File: src/rtl/arol_pkg.sv
// Package with the payload types, link types and constants of the address range owner lookup.
package arol_pkg;

   localparam int unsigned ADDR_WIDTH = 64;
   localparam int unsigned TAG_WIDTH  = 32;
   localparam int unsigned DIST_WIDTH = 32;

   // Request command codes.
   localparam logic CMD_INSERT = 1'b0;
   localparam logic CMD_LOOKUP = 1'b1;

   // Reset value of the distance limit register.
   localparam logic [DIST_WIDTH-1:0] MAX_DISTANCE_RESET = DIST_WIDTH'(32'h0010_0000);

   typedef struct packed {
      logic                  command;
      logic [ADDR_WIDTH-1:0] host_address;
      logic [TAG_WIDTH-1:0]  guest_address;
   } req_type;

   typedef struct packed {
      logic [TAG_WIDTH-1:0] owner_tag;
      logic                 hit;
      logic                 insert_refused;
   } rsp_type;

   // What a cell shows its right neighbor for an insert.
   typedef struct packed {
      logic                  valid;
      logic                  gt;
      logic [ADDR_WIDTH-1:0] start;
      logic [TAG_WIDTH-1:0]  tag;
   } link_type;

   // A lookup probe walking down the chain, carrying the best floor entry so far.
   typedef struct packed {
      logic                  valid;
      logic [ADDR_WIDTH-1:0] addr;
      logic                  found;
      logic [ADDR_WIDTH-1:0] start;
      logic [TAG_WIDTH-1:0]  tag;
   } probe_type;

endpackage

File: src/rtl/arol_cell.sv
// One cell of the sorted table: holds an entry and one stage of the lookup probe path.
module arol_cell (
   input  logic                           clock,
   input  logic                           reset,
   input  logic                           ins_en,
   input  logic [arol_pkg::ADDR_WIDTH-1:0] ins_start,
   input  logic [arol_pkg::TAG_WIDTH-1:0]  ins_tag,
   input  arol_pkg::link_type             link_prev,
   output arol_pkg::link_type             link_next,
   input  arol_pkg::probe_type            probe_prev,
   output arol_pkg::probe_type            probe_next
);

   logic                           valid_ff, valid_in;
   logic [arol_pkg::ADDR_WIDTH-1:0] start_ff, start_in;
   logic [arol_pkg::TAG_WIDTH-1:0]  tag_ff, tag_in;
   arol_pkg::probe_type            probe_ff, probe_in;
   logic                           gt_self;
   logic                           shift_from_left;
   logic                           place_here;
   logic                           covers;

   always_comb begin
      gt_self    = valid_ff && (start_ff > ins_start);
      // Entries to the left that start above the new one move right by one cell.
      shift_from_left = link_prev.valid && link_prev.gt;
      // The new entry lands in the first cell that is empty or starts above it.
      place_here = link_prev.valid && !link_prev.gt && !(valid_ff && !gt_self);

      valid_in = valid_ff;
      start_in = start_ff;
      tag_in   = tag_ff;
      if (ins_en) begin
         if (shift_from_left) begin
            valid_in = 1'b1;
            start_in = link_prev.start;
            tag_in   = link_prev.tag;
         end else if (place_here) begin
            valid_in = 1'b1;
            start_in = ins_start;
            tag_in   = ins_tag;
         end
      end

      link_next.valid = valid_ff;
      link_next.gt    = gt_self;
      link_next.start = start_ff;
      link_next.tag   = tag_ff;

      // The table is sorted, so the last covering entry seen is the floor entry.
      covers   = valid_ff && (start_ff <= probe_prev.addr);
      probe_in = probe_prev;
      if (covers) begin
         probe_in.found = 1'b1;
         probe_in.start = start_ff;
         probe_in.tag   = tag_ff;
      end
   end

   always_ff @(posedge clock) begin
      if (reset) begin
         valid_ff       <= 1'b0;
         probe_ff.valid <= 1'b0;
      end else begin
         valid_ff       <= valid_in;
         probe_ff.valid <= probe_in.valid;
      end
      start_ff       <= start_in;
      tag_ff         <= tag_in;
      probe_ff.addr  <= probe_in.addr;
      probe_ff.found <= probe_in.found;
      probe_ff.start <= probe_in.start;
      probe_ff.tag   <= probe_in.tag;
   end

   assign probe_next = probe_ff;

endmodule

File: config.mk
export PLATFORM = sky130hd
export DESIGN_NAME = arol_cell
export DESIGN_NICKNAME = d
export VERILOG_FILES = /design/src/rtl/arol_pkg.sv /design/src/rtl/arol_cell.sv
export SDC_FILE = /design/constraint.sdc
export NUM_CORES = 1
export LEC_CHECK = 0
export ABC_AREA = 1
export BUFFER_PORTS_ARGS = -buffer_cell sky130_fd_sc_hd__buf_2
export CAP_MARGIN = 15
export CORE_AREA = 2 2 243 245
export CTS_BUF_LIST = sky130_fd_sc_hd__clkbuf_16
export DETAILED_ROUTE_END_ITERATION = 10
export DIE_AREA = 0 0 245 247
export PLACE_DENSITY = 0.47
export SLEW_MARGIN = 30
export SYNTH_ARGS = -nofsm -noshare
export SYNTH_HDL_FRONTEND = slang
export SYNTH_SLANG_ARGS = --single-unit
File: constraint.sdc
create_clock -name clock -period 11.9 [get_ports clock]
set_clock_uncertainty 0.1 [all_clocks]
set_input_delay 1.785 -clock clock [delete_from_list [all_inputs] [get_ports clock]]
set_output_delay 1.785 -clock clock [all_outputs]
set_load 0.01 [all_outputs]
* After elaboration in Yosys (flattened, before gate mapping)
Cells that the tools add are included.
Operators by class: magnitude comparators 2, muxes and demuxes 7, reductions and logical operators 11
Operators with widths (number):
- two-way mux 64 bit | 2
- two-way mux 96 bit | 1
- > comparator 64 bit | 1
- less-or-equal comparator 64 bit | 1
- two-way mux 32 bit | 2
- logical AND 1 bit | 6
- zero test 1 bit | 3
- two-way mux 1 bit | 2
- AND reduction 2 bit | 1
- nonzero test 2 bit | 1
Storage, ports and cells: register bits 259, input bits 359, output and inout port bits 260, logic and storage cells 28

* Longest topological paths before layout
depth in word-level cells 8, depth in mapped cells 21, mapped depth without buffers 19

* Worst setup path after synthesis
No wires, ideal clock.
path type in2reg, start point in ins_start[31] in the netlist's numbering, end point reg start_ff[0] in the netlist's numbering (enable), data arrival time 7.501 ns, path slack 3.716 ns, stages 12, buffers on the path 0, path through inv_1 ha_1 nand2_1 nor2_1 nand2_1 nor4_1 nand2_1 nand2_1 nand2_1 nand2_1 nand2_1 a21oi_1
On the way: cells in the longest elaborated chain, start to end 8
Ends and longest elaborated chain:
- from (decl) | line arol_cell.sv:6 | input logic [arol_pkg::ADDR_WIDTH-1:0] ins_start,
- > comparator 64 bit | line arol_cell.sv:24 | gt_self = valid_ff && (start_ff > ins_start);
- logical AND 1 bit | line arol_cell.sv:24
- zero test 1 bit | line arol_cell.sv:28 | place_here = link_prev.valid && !link_prev.gt && !(valid_ff && !gt_self);
- logical AND 1 bit | line arol_cell.sv:28
- zero test 1 bit | line arol_cell.sv:28
- logical AND 1 bit | line arol_cell.sv:28
- nonzero test 2 bit (no source line)
- AND reduction 2 bit (no source line)
- to (signal assigned) | line arol_cell.sv:68 | start_ff <= start_in;
- to (decl) | line arol_cell.sv:15 | logic [arol_pkg::ADDR_WIDTH-1:0] start_ff, start_in;
Every way passes these cells. A chain may end at the register's enable or synchronous reset.

==> impl_metrics.ini <==
[global_routing]
grt_overflow = 0
grt_max_degree = 67
grt_usage_pct = 14.5
antenna_found_initial = 4
grt_pass1_wl_mm = 66.9
grt_pass1_vias = 11200

[cells_and_area]
nets = 2408
syn_to_final_growth_pct = 40.9
final_util_pct = 28.9
drive_gt1_share_pct = 36.2
stdcell_area_sq_um = 16800

[sta]
finalSetupViolCount = 0
drv_slew = 0
worst_pin_slew_ns = 0.882
fin_crit_sh_pct = 48.0
relSlewSlack_pct = 41.2
final-hold-violation-count = 0
setup_tns_ns = 0
rsz0062_at_grt = false
fmax_mhz = 175
period_minus_slack_ns = 5.71

[cts]
cts_resized = 0
clock_latency_ns = 0.58
cts_setup_buffers = 0
ctsHoldBuffers = 0
clk_pin_slew_ns = 0.06
clock-root-buffer = clkbuf_16
cts_tree = built
cts_max_level = 1
clock-sinks = 259
numCtsBuffers = 30
clock_path_buffers = 3

[floorplanning]
core_area_sq_um = 58200
top_level_ports = 619
rows = 89
dieArea_sq_um = 60500
die_w_microns = 245
start_util_pct = 20.5
die_y_microns = 247

[worst_hold_path]
holdPathEnd = probe_next[4]
min_path_type = reg2reg
worstHoldPathCells = 2
holdCritStartpoint = tag_ff[4]

[route]
routed_wl_mm = 46.5
drt_iter0_drc = 406
drc = 0
dr_total_vias = 11200
ant_nets = 0
dr.pass1.iters = 5
drt-wirelength-per-cell_microns = 17.1
drt-vias-per-instance = 4.11

[critical_path]
critPathLaunchType = input pin
reg2reg_depth = 11
worst_path_max_delay_cell = nor3_1
rr_endpoint = tag_ff[6]
worstPathRequired_ns = 10.02
critPathCaptureType = output pin
worst-path-max-fanout = 2
critPathKind = in2out
r2r_slack_ns = 7.71
worstPathArrival_ns = 3.82
cp_cell_sequence = buf_2, inv_1, ha_1, nand4_1, nor3_1, nand3_1, nor2_1, nand2_1, nand2_1, nand2_1, nor2_1, buf_2
crit_path_max_incr_delay_ns = 0.41
path_common_cell = nand2_1
rr_startpoint = start_ff[61]

[pwr]
combPwrFrac_pct = 16.0
power_switching_mw = 0.644
power_switching_share_pct = 27.6
seqPwrFrac_pct = 43.8
pwr-share-clk_pct = 40.1
power.density_nw_per_um2 = 138
power.leakage_nw = 8.77
p_int_mw = 1.68
ir_drop_uv = 102

[job]
maxCapViolations = 0

[yosys]
synth_compound_area_share_pct = 6.35
synthMuxAreaShare_pct = 3.11
synth_xor_xnor_area_share_pct = 0
yosys.area_share.adder_pct = 13.4
netlist_area_sq_um = 11900
ys_ff_latch = 259
synth_area_per_cell_sq_um = 9.08
ys_seq_area_share_pct = 51.5
synth_largest_area_cell = dfxtp_1
synth_nets = 1801
synthSimpleGateAreaFrac_pct = 18.6
ys_types = 24
synthTopCellsByArea = dfxtp_1 27%, edfxtp_1 24%, ha_1 13%, nand2_1 9.8%, a21oi_1 5.2%
synth_top_family_by_area = simple AND/OR/NAND/NOR gates
netlist_instances = 1314
synth_top_cell_area_share_pct = 27.3
yosys_warnings = 0

[placed_design]
hpwlAfterDp_mm = 36.9
postPlaceCellArea_sq_um = 15800
portBuffers = 618
gp_congestion = 0.861

[outcome]
run_status = finished, final reports clean
-- worst max-delay path by stage --
| stage | startpoint | endpoint | slack, ns | cells past startpoint |
|---|---|---|---|---|
| after CTS | ins_start[63] | link_next[96] | 5.95 | 12 |
| after global placement | ins_start[63] | link_next[96] | 5.95 | 12 |
| after floorplan | ins_start[31] | start_ff[0] | 3.72 | 12 |
| after detailed placement | ins_start[63] | link_next[96] | 5.96 | 12 |
| after global routing | ins_start[63] | link_next[96] | 5.84 | 12 |
| final | ins_start[61] | link_next[96] | 6.19 | 12 |
-- metal layers --
| metal | GRT usage (%) | share of wire [%] | up-vias |
|---|---|---|---|
| met5 | 0 | 0.058 | - |
| met4 | 4.16 | 2.8 | 4 |
| met3 | 3.31 | 6.8 | 66 |
| met2 | 25.3 | 48 | 397 |
| met1 | 17.8 | 42 | 5165 |
| li1 | - | - | 5549 |
-- metrics by stage --
stage / hold slack (ns) / worst slack [ns] / cells / total power, mW
after floorplan: 0.442 / 3.72 / 1314 / 1.23
after global placement: 0.376 / 5.95 / 2662 / 1.42
after detailed placement: 0.385 / 5.96 / 2662 / 1.42
after CTS: 0.400 / 5.95 / 2718 / 2.37
after global routing: 0.427 / 5.84 / 2720 / 2.44
final: 0.393 / 6.19 / 2720 / 2.33
-- cells by family after synthesis --
| kind of cell | count (synthesis) |
|---|---|
| compound gates | 148 |
| fa+ha+maj | 128 |
| buf+inv | 205 |
| flops | 259 |
| mux | 33 |
| simple gates | 541 |
-- synthesized netlist by cell type --
| cell | instances |
|---|---|
| a21oi_1 | 125 |
| o21ai_0 | 16 |
| o21a_1 | 4 |
| buf_1 | 9 |
| nor3_2 | 1 |
| mux2_2 | 33 |
| nand2_2 | 2 |
| nor2_1 | 99 |
| nor3_1 | 8 |
| buf_6 | 4 |
| dfxtp_1 | 163 |
| o21bai_1 | 2 |
| inv_1 | 155 |
| ha_1 | 128 |
| nand2_1 | 310 |
| nand3_1 | 108 |
| buf_2 | 14 |
| nor4_1 | 2 |
| clkbuf_1 | 18 |
| edfxtp_1 | 96 |
| nand3b_1 | 1 |
| buf_4 | 5 |
| a21o_1 | 1 |
| nand4_1 | 10 |
-- placed cells by master (no fill, tap or decap), types with 7 or more instances in the layout --
cell | netlist | routed
ha_1 | 128 | 128
clkinv_1 | 0 | 13
inv_1 | 155 | 157
nand2_1 | 310 | 309
a21oi_1 | 125 | 124
mux2_2 | 33 | 33
o21ai_0 | 16 | 16
nor3_1 | 8 | 8
buf_4 | 5 | 7
nand4_1 | 10 | 10
buf_2 | 14 | 618
edfxtp_1 | 96 | 96
nor2_1 | 99 | 99
clkbuf_16 | 0 | 32
nand3_1 | 108 | 108
dfxtp_1 | 163 | 162
-- worst max-delay path: cells and delay by family --
kind / cells / cell delay (ns)
adders and majority gates: 1 / 0.30
buffers and inverters: 3 / 0.27
and+or+nand+nor: 8 / 1.47
-- sequential cells by signal, summed over array words and instances (netlist names) --
signal      cells
probe_next    162
start_ff       64
tag_ff         32
valid_ff        1
-- layout make-up --
| class | instances | area, sq um |
|---|---|---|
| timing repair buffer | 625 | 3150 |
| clock inverter | 24 | 180 |
| tap | 773 | 967 |
| antenna | 2 | 5.00 |
| fill | 6307 | 41400 |
| inverter | 155 | 582 |
| multi-input combinational | 850 | 4980 |
| clock buffer | 32 | 801 |
| sequential | 259 | 6150 |
-- power by group through the flow --
stage                     Sequential (mW)  Clock, mW  Combinational [mW]
final                                1.02      0.934               0.373
after global placement               1.04          0               0.375
after detailed placement             1.04          0               0.380
after floorplan                      1.06          0               0.162
after CTS                            1.02      0.968               0.382
after global routing                 1.03      0.995               0.422
(Power assumes the default switching activity.)
